File: config.mk
export PLATFORM = sky130hd
export DESIGN_NAME = terminal_line_cursor_buffer_flat
export DESIGN_NICKNAME = d
export VERILOG_FILES = /design/src/rtl/tlcb_pkg.sv /design/src/rtl/tlcb_if.sv /design/src/rtl/terminal_line_cursor_buffer.sv /design/src/rtl/tlcb_ram.sv /design/src/flat_wrapper.sv
export SDC_FILE = /design/constraint.sdc
export NUM_CORES = 1
export LEC_CHECK = 0
export BUFFER_PORTS_ARGS = -buffer_cell sky130_fd_sc_hd__buf_2
export CAP_MARGIN = 20
export CORE_MARGIN = 1
export CORE_UTILIZATION = 45
export DETAILED_ROUTE_END_ITERATION = 8
export HOLD_SLACK_MARGIN = 0.03
export PLACE_DENSITY = 0.63
export SYNTH_ARGS = -nofsm -noshare
export SYNTH_HDL_FRONTEND = slang
export SYNTH_SLANG_ARGS = --single-unit
export TNS_END_PERCENT = 1
File: constraint.sdc
create_clock -name i_clk -period 6.6 [get_ports i_clk]
set_input_delay 0.99 -clock i_clk [delete_from_list [all_inputs] [get_ports i_clk]]
set_output_delay 0.99 -clock i_clk [all_outputs]
set_load 0.05 [all_outputs]
File: src/rtl/tlcb_pkg.sv
// Shared constants, widths and result type for the terminal line cursor buffer.
// Depends on nothing; imported by the channel interfaces and the top level.
package tlcb_pkg;

    // Line geometry
    localparam int MAX_COLUMNS = 32;
    localparam int CHAR_W      = 16;
    localparam int LEN_W       = $clog2(MAX_COLUMNS + 1);
    localparam int ADDR_W      = (MAX_COLUMNS > 1) ? $clog2(MAX_COLUMNS) : 1;

    // Control characters
    localparam logic [CHAR_W-1:0] CH_NEWLINE   = 16'h000A;
    localparam logic [CHAR_W-1:0] CH_RETURN    = 16'h000D;
    localparam logic [CHAR_W-1:0] CH_BACKSPACE = 16'h0008;

    // Line kinds
    localparam logic KIND_COMMIT   = 1'b0;
    localparam logic KIND_SNAPSHOT = 1'b1;

    // One result transaction
    typedef struct packed {
        logic [CHAR_W-1:0] out_char;
        logic              char_valid;
        logic              line_kind;
        logic              line_last;
        logic              overflow;
    } t_out_item;

endpackage

File: src/rtl/tlcb_if.sv
// Valid/ready channel interfaces for character input and line output.
// Depends on tlcb_pkg for the character width.
interface tlcb_in_if import tlcb_pkg::*; ();
    logic              valid;
    logic              ready;
    logic [CHAR_W-1:0] char_code;
    logic              chunk_end;

    modport source (output valid, output char_code, output chunk_end, input ready);
    modport sink   (input valid, input char_code, input chunk_end, output ready);
endinterface

interface tlcb_out_if import tlcb_pkg::*; ();
    logic              valid;
    logic              ready;
    logic [CHAR_W-1:0] out_char;
    logic              char_valid;
    logic              line_kind;
    logic              line_last;
    logic              overflow;

    modport source (output valid, output out_char, output char_valid, output line_kind,
                    output line_last, output overflow, input ready);
    modport sink   (input valid, input out_char, input char_valid, input line_kind,
                    input line_last, input overflow, output ready);
endinterface

File: src/rtl/terminal_line_cursor_buffer.sv
// Terminal line buffer: an ordinary, carriage return or backspace character is taken
// while idle. A newline or chunk end reads the line out of the store RAM column by column
// (read, then load the output register), and the input is held off until the line is out;
// output stalls lengthen this. The first result passes through S_READ, S_OUT and the output
// register (S_EMPTY and the output register for an empty line).
// Reset (synchronous, active low) clears length, cursor, overflow and the controller;
// the line store is not cleared, as columns are read only after being written.
module terminal_line_cursor_buffer import tlcb_pkg::*; (
    input  logic          i_clk,
    input  logic          i_rst_n,
    tlcb_in_if.sink       i_in,
    tlcb_out_if.source    o_out
);

    typedef enum logic [1:0] {S_IDLE, S_READ, S_OUT, S_EMPTY} t_state;

    t_state            r_state, n_state;
    logic [LEN_W-1:0]  r_length, n_length;
    logic [LEN_W-1:0]  r_cursor, n_cursor;
    logic [LEN_W-1:0]  r_idx, n_idx;
    logic              r_ovf, n_ovf;
    logic              r_kind, n_kind;
    logic              r_chunk_pend, n_chunk_pend;
    logic              r_out_valid, n_out_valid;
    t_out_item         r_out, n_out;

    logic              in_acc;
    logic              out_free;
    logic              is_nl, is_cr, is_bs;
    logic              line_done;
    logic              load_out;
    logic              ram_we, ram_re;
    logic [CHAR_W-1:0] ram_rdata;

    // Line store; writes only happen while idle and reads only while emitting,
    // so the two never touch the same entry in one cycle
    tlcb_ram #(
        .WIDTH (CHAR_W),
        .DEPTH (MAX_COLUMNS)
    ) u_line_ram (
        .i_clk   (i_clk),
        .i_we    (ram_we),
        .i_waddr (r_cursor[ADDR_W-1:0]),
        .i_wdata (i_in.char_code),
        .i_re    (ram_re),
        .i_raddr (r_idx[ADDR_W-1:0]),
        .o_rdata (ram_rdata)
    );

    assign i_in.ready = (r_state == S_IDLE);
    assign in_acc     = i_in.valid && i_in.ready;
    assign out_free   = !r_out_valid || o_out.ready;

    assign is_nl = (i_in.char_code == CH_NEWLINE);
    assign is_cr = (i_in.char_code == CH_RETURN);
    assign is_bs = (i_in.char_code == CH_BACKSPACE);

    // Edit the line, sequence the read-out and load the output register
    always_comb begin
        n_state      = r_state;
        n_length     = r_length;
        n_cursor     = r_cursor;
        n_idx        = r_idx;
        n_ovf        = r_ovf;
        n_kind       = r_kind;
        n_chunk_pend = r_chunk_pend;
        n_out        = r_out;
        n_out_valid  = r_out_valid && !o_out.ready;
        ram_we       = 1'b0;
        ram_re       = 1'b0;
        line_done    = 1'b0;
        load_out     = 1'b0;

        unique case (r_state)
            S_IDLE: begin
                if (in_acc) begin
                    if (is_nl) begin
                        n_kind       = KIND_COMMIT;
                        n_chunk_pend = i_in.chunk_end;
                        n_idx        = '0;
                        n_state      = (r_length == '0) ? S_EMPTY : S_READ;
                    end else begin
                        if (is_cr) begin
                            n_cursor = '0;
                        end else if (is_bs) begin
                            if (r_cursor != '0) begin
                                n_cursor = r_cursor - LEN_W'(1);
                            end
                        end else if (r_cursor < r_length) begin
                            // Overwrite at the cursor
                            ram_we   = 1'b1;
                            n_cursor = r_cursor + LEN_W'(1);
                        end else if (r_length < LEN_W'(MAX_COLUMNS)) begin
                            // Extend the line; cursor sits at its end
                            ram_we   = 1'b1;
                            n_length = r_length + LEN_W'(1);
                            n_cursor = r_length + LEN_W'(1);
                        end else begin
                            // Drop the character on a full line
                            n_ovf = 1'b1;
                        end
                        if (i_in.chunk_end) begin
                            n_kind  = KIND_SNAPSHOT;
                            n_idx   = '0;
                            n_state = (n_length == '0) ? S_EMPTY : S_READ;
                        end
                    end
                end
            end
            S_READ: begin
                ram_re  = 1'b1;
                n_state = S_OUT;
            end
            S_OUT: begin
                if (out_free) begin
                    load_out         = 1'b1;
                    n_out_valid      = 1'b1;
                    n_out.out_char   = ram_rdata;
                    n_out.char_valid = 1'b1;
                    n_out.line_kind  = r_kind;
                    n_out.line_last  = ((r_idx + LEN_W'(1)) == r_length);
                    n_out.overflow   = r_ovf;
                    if ((r_idx + LEN_W'(1)) == r_length) begin
                        line_done = 1'b1;
                    end else begin
                        n_idx   = r_idx + LEN_W'(1);
                        n_state = S_READ;
                    end
                end
            end
            S_EMPTY: begin
                if (out_free) begin
                    load_out         = 1'b1;
                    n_out_valid      = 1'b1;
                    n_out.out_char   = '0;
                    n_out.char_valid = 1'b0;
                    n_out.line_kind  = r_kind;
                    n_out.line_last  = 1'b1;
                    n_out.overflow   = r_ovf;
                    line_done        = 1'b1;
                end
            end
            default: begin
                n_state = S_IDLE;
            end
        endcase

        // Close the line: a commit clears it, then a pending chunk end snapshots it empty
        if (line_done) begin
            n_state = S_IDLE;
            if (r_kind == KIND_COMMIT) begin
                n_length = '0;
                n_cursor = '0;
                n_ovf    = 1'b0;
                if (r_chunk_pend) begin
                    n_chunk_pend = 1'b0;
                    n_kind       = KIND_SNAPSHOT;
                    n_state      = S_EMPTY;
                end
            end
        end
    end

    // Hold state and the output register
    always_ff @(posedge i_clk) begin
        if (!i_rst_n) begin
            r_state      <= S_IDLE;
            r_length     <= '0;
            r_cursor     <= '0;
            r_idx        <= '0;
            r_ovf        <= 1'b0;
            r_kind       <= KIND_COMMIT;
            r_chunk_pend <= 1'b0;
            r_out_valid  <= 1'b0;
        end else begin
            r_state      <= n_state;
            r_length     <= n_length;
            r_cursor     <= n_cursor;
            r_idx        <= n_idx;
            r_ovf        <= n_ovf;
            r_kind       <= n_kind;
            r_chunk_pend <= n_chunk_pend;
            r_out_valid  <= n_out_valid;
        end
        r_out <= n_out;
    end

    assign o_out.valid      = r_out_valid;
    assign o_out.out_char   = r_out.out_char;
    assign o_out.char_valid = r_out.char_valid;
    assign o_out.line_kind  = r_out.line_kind;
    assign o_out.line_last  = r_out.line_last;
    assign o_out.overflow   = r_out.overflow;

    // Cursor never passes the end of the line
    a_cursor_in_line: assert property (@(posedge i_clk) disable iff (!i_rst_n)
        r_cursor <= r_length)
        else $error("cursor beyond line length");

    // Line length stays within the store
    a_length_bound: assert property (@(posedge i_clk) disable iff (!i_rst_n)
        r_length <= LEN_W'(MAX_COLUMNS))
        else $error("line length beyond store depth");

    // An empty-line result is only produced for a line of zero length
    a_empty_result: assert property (@(posedge i_clk) disable iff (!i_rst_n)
        load_out && !n_out.char_valid |-> r_length == '0)
        else $error("empty result for a non-empty line");

    // A pending snapshot only rides along with a commit in progress
    a_chunk_pend: assert property (@(posedge i_clk) disable iff (!i_rst_n)
        r_chunk_pend |-> (r_kind == KIND_COMMIT) && (r_state != S_IDLE))
        else $error("snapshot pending outside a commit");

    // A committed line leaves the buffer empty afterwards
    a_commit_clears: assert property (@(posedge i_clk) disable iff (!i_rst_n)
        line_done && (r_kind == KIND_COMMIT) |=> (r_length == '0) && !r_ovf)
        else $error("line not cleared after commit");

endmodule

File: src/rtl/tlcb_ram.sv
// Generic single-write, single-read synchronous RAM with registered read data.
// Depends on nothing.
module tlcb_ram #(
    parameter int WIDTH = 16,
    parameter int DEPTH = 32
) (
    input  logic                                        i_clk,
    input  logic                                        i_we,
    input  logic [((DEPTH > 1) ? $clog2(DEPTH) : 1)-1:0] i_waddr,
    input  logic [WIDTH-1:0]                            i_wdata,
    input  logic                                        i_re,
    input  logic [((DEPTH > 1) ? $clog2(DEPTH) : 1)-1:0] i_raddr,
    output logic [WIDTH-1:0]                            o_rdata
);

    logic [WIDTH-1:0] r_mem [DEPTH];
    logic [WIDTH-1:0] r_rdata;

    // Write port and registered read port
    always_ff @(posedge i_clk) begin
        if (i_we) begin
            r_mem[i_waddr] <= i_wdata;
        end
        if (i_re) begin
            r_rdata <= r_mem[i_raddr];
        end
    end

    assign o_rdata = r_rdata;

endmodule
File: src/flat_wrapper.sv
// flat-port wrapper written by rule: the top's interface ports become plain ports
module terminal_line_cursor_buffer_flat import tlcb_pkg::*;
  (i_clk, i_rst_n, i_in_valid, i_in_char_code, i_in_chunk_end, i_in_ready, o_out_valid, o_out_out_char, o_out_char_valid, o_out_line_kind, o_out_line_last, o_out_overflow, o_out_ready);
  tlcb_in_if i_in_i ();
  tlcb_out_if o_out_i ();
  input  logic i_clk;
  input  logic i_rst_n;
  input wire logic [$bits(i_in_i.valid)-1:0] i_in_valid;
  input wire logic [$bits(i_in_i.char_code)-1:0] i_in_char_code;
  input wire logic [$bits(i_in_i.chunk_end)-1:0] i_in_chunk_end;
  output wire logic [$bits(i_in_i.ready)-1:0] i_in_ready;
  output wire logic [$bits(o_out_i.valid)-1:0] o_out_valid;
  output wire logic [$bits(o_out_i.out_char)-1:0] o_out_out_char;
  output wire logic [$bits(o_out_i.char_valid)-1:0] o_out_char_valid;
  output wire logic [$bits(o_out_i.line_kind)-1:0] o_out_line_kind;
  output wire logic [$bits(o_out_i.line_last)-1:0] o_out_line_last;
  output wire logic [$bits(o_out_i.overflow)-1:0] o_out_overflow;
  input wire logic [$bits(o_out_i.ready)-1:0] o_out_ready;
  assign i_in_i.valid = i_in_valid;
  assign i_in_i.char_code = i_in_char_code;
  assign i_in_i.chunk_end = i_in_chunk_end;
  assign i_in_ready = i_in_i.ready;
  assign o_out_valid = o_out_i.valid;
  assign o_out_out_char = o_out_i.out_char;
  assign o_out_char_valid = o_out_i.char_valid;
  assign o_out_line_kind = o_out_i.line_kind;
  assign o_out_line_last = o_out_i.line_last;
  assign o_out_overflow = o_out_i.overflow;
  assign o_out_i.ready = o_out_ready;
  terminal_line_cursor_buffer u_core (.i_clk(i_clk), .i_rst_n(i_rst_n), .i_in(i_in_i), .o_out(o_out_i));
endmodule
# [Word level (Yosys, flattened, before mapping)]
# Memories as Yosys holds them, arrays and structs flattened. A register that Yosys moved wholly into a read port is not among the register bits.
# Index checks and enable logic that the tools add are counted.
[op_classes] mux=80 add_sub_neg=4 n_reduce_logical=16 eq_ne=16 magnitude_cmp=2
[ops] cell="$mux W6" n=27
[ops] cell="$eq A16 B4 Y1 const B" n=3
[ops] cell="$mux W20" n=2
[ops] cell="$pmux W20 S2" n=1
[ops] cell="$mux W1" n=37
[ops] cell="$mux W2" n=10
[ops] cell="$add A6 B1 Y6 const B" n=3
[ops] cell="$logic_not A6 Y1" n=2
[ops] cell="$pmux W6 S2" n=1
[ops] cell="$reduce_and A5 Y1" n=2
[ops] cell="$eq A6 B6 Y1" n=1
[ops] cell="$lt A6 B6 Y1" n=1
[ops] cell="$lt A6 B6 Y1 const B" n=1
[ops] cell="$ne A3 B3 Y1 const B" n=2
[ops] cell="$pmux W2 S3" n=1
[ops] cell="$reduce_bool A6 Y1" n=1
[ops] cell="$sub A6 B1 Y6 const B" n=1
[ops] cell="$eq A2 B2 Y1 const B" n=2
[ops] cell="$ne A2 B1 Y1 const B" n=2
[ops] cell="$ne A2 B2 Y1 const B" n=2
[ops] cell="$ne A4 B4 Y1 const B" n=1
[ops] cell="$reduce_bool A2 Y1" n=2
[ops] cell="$reduce_bool A4 Y1" n=1
[ops] cell="$ne A3 B1 Y1 const B" n=1
[ops] cell="other kinds (9)" n=11
[word_totals] inputBits=21 out_inout_bits=22 mem_count=1 ff_bits=44 word_cells=132 ram_bits=512
[memory_table] name="u_core.u_line_ram.r_mem" depth=32 word_bits=16 read_ports=1 rd_ports_with_merged_regs=1 write_ports=1 line_no="tlcb_ram.sv:16" text="logic [WIDTH-1:0] r_mem [DEPTH];"

# [Longest topological paths before layout]
[logic_depth] ltp_word=15 mapped_depth=10 depth_no_buf=9

# [By module]
# A second synthesis with hierarchy kept.
[hier_totals] hier_cells=1475 area_unflattened_um2=23704.0
[by_module_without_submodules] module="tlcb_ram" seq_area_each_um2=15855.2 area_each_um2=20694.8 cells_each=1143 n_inst=1
[by_module_without_submodules] module="terminal_line_cursor_buffer" seq_area_each_um2=1081.0 area_each_um2=3009.1 cells_each=332 n_inst=1

# [Worst setup path after synthesis]
# No wires, ideal clock.
[synth_path] path_type="register -> register" from="register u_core.r_state[1]" to="memory u_core.u_line_ram.r_mem[29][0], enable pin" period_less_slack_ps=3318 path_buffers=1 arrival_time_ps=2930 path_slack_ps=3282 stages_incl_launch_ff=9 path_cell_list="dfxtp_1 inv_1 ha_1 clkbuf_1 and2_1 nand2_1 nor2_1 nand3_1 nor2_1"
[synth_via] elab_chain_len=6
[synth_lines] item="from (decl)" line_no="terminal_line_cursor_buffer.sv:17" text="t_state r_state, n_state;"
[synth_lines] item="from (signal assigned)" line_no="terminal_line_cursor_buffer.sv:176" text="r_state <= n_state;"
[synth_lines] item="$logic_not A2 Y1 *" line_no="terminal_line_cursor_buffer.sv:50" text="assign i_in.ready = (r_state == S_IDLE);"
[synth_lines] item="net i_in_ready" line_no="flat_wrapper.sv:11" text="output wire logic [$bits(i_in_i.ready)-1:0] i_in_ready;"
[synth_lines] item="$logic_and A1 B1 Y1" line_no="terminal_line_cursor_buffer.sv:51" text="assign in_acc = i_in.valid && i_in.ready;"
[synth_lines] item="$mux W1" line_no="terminal_line_cursor_buffer.sv:76" text="if (in_acc) begin"
[synth_lines] item="$mux W1 *" line_no="terminal_line_cursor_buffer.sv:74" text="unique case (r_state)"
[synth_lines] item="$mux W1 *" line_no="tlcb_ram.sv:21" text="if (i_we) begin"
[synth_lines] item="$mux W1 (not written as such) *" line_no="tlcb_ram.sv:22" text="r_mem[i_waddr] <= i_wdata;"
[synth_lines] item="to (decl)" line_no="tlcb_ram.sv:16"
# Mark *: on every way through the listed nets, which the timed path passes. The rest lies on a longest branch.

# [Final worst setup path]
[layout_path] from="input i_in_char_code[11]" to="memory u_core.u_line_ram.r_mem[29][12], enable pin"
[layout_via] elab_chain_len=8 word_cells_on_any_way=10 cone_classes="3 x eq/ne; 7 x mux"
[layout_lines] item="from (decl)" line_no="flat_wrapper.sv:9" text="input wire logic [$bits(i_in_i.char_code)-1:0] i_in_char_code;"
[layout_lines] item="$eq A16 B4 Y1" line_no="terminal_line_cursor_buffer.sv:56" text="assign is_bs = (i_in.char_code == CH_BACKSPACE);"
[layout_lines] item="$mux W1" line_no="terminal_line_cursor_buffer.sv:85" text="end else if (is_bs) begin"
[layout_lines] item="$mux W1" line_no="terminal_line_cursor_buffer.sv:83" text="if (is_cr) begin"
[layout_lines] item="$mux W1 *" line_no="terminal_line_cursor_buffer.sv:77" text="if (is_nl) begin"
[layout_lines] item="$mux W1 *" line_no="terminal_line_cursor_buffer.sv:76"
[layout_lines] item="$mux W1 *" line_no="terminal_line_cursor_buffer.sv:74"
[layout_lines] item="$mux W1 *" line_no="tlcb_ram.sv:21"
[layout_lines] item="$mux W1 (not written as such) *" line_no="tlcb_ram.sv:22"
# Mark *: on every way between the ends. The rest lies on a longest branch, timed or not.

==> impl_metrics.toml <==
[clock_network]
clk_path_buf_depth = 3
cts_sinks = 572
clock_latency_ns = 0.61
cts_resized = 0
cts_hold_buf = 0
tritoncts = "built"
clk_pin_slew_ns = 0.06
h-tree-depth = 2
post_cts.repair.setup_buffers = 0
cts-root-buf = "clkbuf_16"
cts_buffers = 56

[timing]
fmax_ghz = 0.233
max_slew_margin = 0.225
period_share = 0.651
period_minus_slack_ns = 4.29
finClkSkew_ns = 0.0180
final_hold_viol_count = 0
tightest_slew_ns = 1.16
setup_viol = 0
rsz0062_at_grt = "false"
fin_setup_tns_ns = 0
slew_violations = 0

[finish]
drive_gt1_frac = 0.303
fin_util = 0.514
area_delta_synth_final_pct = 12.6
nets = 1217
layout_commonest_cell = "edfxtp_1"
final_cell_mix = "edfxtp_1, mux4_2, clkbuf_16, buf_2, nor2_2"

[drt]
vias = 10800
drt_pass1_iterations = 5
drt-initial-drc-count = 886
drt-total-wl_mm = 47.8
routed_via_density = 5.68
drc = 0
ant_nets = 0
wire_per_inst_um = 25.2

[critical_path]
cp_max_fo = 33
cp.required_ns = 6.81
critical-path-top-delay-family = "simple AND/OR/NAND/NOR gates"
regToRegSetupSlack_ns = 2.48
critPathKind = "primary input to register"
path_cells = "buf_2, nor4_2, nand4_2, nand2_1, nor2_1, nand3_1, nor2_2"
startpoint_type = "primary input"
cp_slowest_cell = "nor2_2"
timing.critical_path.buf_inv = 1
cp_slowest_stage_delay_ns = 1.09
end_kind = "register"
critPathArrivalTime_ns = 4.51

[floorplanning]
core_area_mm2 = 0.0502
die-area_mm2 = 0.0518
pin_count = 43
initial_utilization = 0.456
die_y_um = 228
num_rows = 82
die_w_um = 228

[place]
place_congestion = 0.815
io_buffer_count = 42
dp_hpwl_mm = 29.0

[grt]
grt_pass1_vias = 11000
track_usage = 0.192
antenna_found_initial = 2
grt-ovfl-total = 0
grt_max_degree = 87
grt_pass1_wl_mm = 71.2

[synthesis]
synth-main-ff-cell = "edfxtp_1"
syn_nets = 1150
synth_cells = 1111
syn_area_mm2 = 0.0229
postSynth.asyncResetShare = 0
synth-edff-count = 548
synth_top_cell_area_share = 0.719
ys_types = 61
synth_seq_cells = 572
netlist_top_cells_area = "edfxtp_1, mux4_2, dfxtp_1, nor2_1, ha_1"
yosysSeqAreaShare = 0.740
syn_avg_cell_area_um2 = 20.6
yosysTopAreaCell = "edfxtp_1"
ys_warn_count = 0

[pwr]
ir_drop_uv = 220
leakagePower_nw = 7.86
p_per_area_mw_per_mm2 = 342

[hold_path]
min_path_type = "register to register"

[run_status]
status = "finished, final reports clean"

[job]
maxCapViolCount = 0
[synth_stat cells, types with 3 or more instances]
library cell	number
nor4_1	4
buf_2	11
clkbuf_1	17
edfxtp_1	548
mux2_2	17
mux2i_1	5
nand3_1	18
nor3_1	6
a211oi_1	3
buf_4	11
o211ai_1	5
buf_1	12
or2_2	3
a21o_1	4
xor2_1	5
a31o_2	3
dfxtp_1	24
and3_1	3
a21oi_1	22
inv_1	16
nand3b_1	6
nand2b_1	3
o21ai_0	13
xnor2_1	11
mux4_2	160
nand2_1	32
a31oi_1	6
nor2b_1	18
ha_1	18
o221a_2	5
nor2_1	63
[stage by stage]
step | hold WS, ns | total power [mW] | setup slack (ns) | std cells | cell area (µm²)
after floorplan | 0.409 | 5.34 | 3.28 | 1111 | 22900
after global placement | 0.481 | 5.81 | 1.85 | 1785 | 23900
after detailed placement | 0.491 | 5.81 | 1.68 | 1786 | 23900
after CTS | 0.503 | 8.90 | 2.32 | 1890 | 25700
after global routing | 0.522 | 9.14 | 2.10 | 1896 | 25800
final | 0.499 | 8.83 | 2.31 | 1897 | 25800
[routing by layer]
metal	vias up	global-route usage	wire length, µm
met1	5650	0.270	20600
met2	309	0.308	23500
li1	4749	-	-
met4	0	0.0582	944
met5	-	0	0
met3	63	0.0358	2770
[cell families (layout without fill, tap and decap cells)]
kind of cell    count (synthesis)  after routing  synth area share
flops                         572            572             0.740
mux                           182            182             0.168
simple gates                  174            174            0.0385
compound gates                 81             81            0.0240
buf+inv                        68            181            0.0139
fa+ha+maj                      18             18           0.00984
xor+xnor                       16             16           0.00612
other cells                     0              1                 0
[worst min-delay path, delay by kind of cell, from the launching register on]
kind	cells	cell delay, ns
DFF	1	0.31
and+or+nand+nor	2	0.14
[flip-flops by register name, summed over array words and instances, names as in the netlist]
register and flops:
u_core.r_kind 1, u_core.u_line_ram.o_rdata 16, u_core.o_out.overflow 1, u_core.o_out.line_last 1, u_core.r_cursor 6, u_core.r_chunk_pend 1, u_core.r_ovf 1, u_core.o_out.line_kind 1
u_core.u_line_ram.r_mem 512, u_core.r_idx 6, u_core.r_state 2, u_core.o_out.char_valid 1, u_core.o_out.out_char 16, u_core.o_out.valid 1, u_core.r_length 6
[worst paths after layout]
check / start / cells after the start / to
setup reg to reg: u_core.r_length[5]$_SDFF_PN0_ / 7 / u_core.u_line_ram.r_mem[29][12]$_DFFE_PP_
hold / removal: u_core.r_chunk_pend$_SDFF_PN0_ / 2 / u_core.r_chunk_pend$_SDFF_PN0_
hold reg to reg: u_core.r_chunk_pend$_SDFF_PN0_ / 2 / u_core.r_chunk_pend$_SDFF_PN0_
setup / recovery: i_in_char_code[11] / 7 / u_core.u_line_ram.r_mem[29][12]$_DFFE_PP_
[cell type report]
class / instances / area, µm²
Antenna cell: 1 / 2.50
Clock buffer: 67 / 1440
Clock inverter: 37 / 339
Fill cell: 3940 / 24400
Inverter: 16 / 60.1
Multi-Input combinational cell: 471 / 5730
Sequential cell: 572 / 16900
Tap cell: 672 / 841
Timing Repair Buffer: 61 / 423
[report_power, final]
group | internal [mW] | switching [mW] | total (mW)
clock network | 1.76 | 1.34 | 3.10
logic | 0.549 | 0.870 | 1.42
registers | 4.23 | 0.0823 | 4.31
Power figures use the tool's default switching activity.
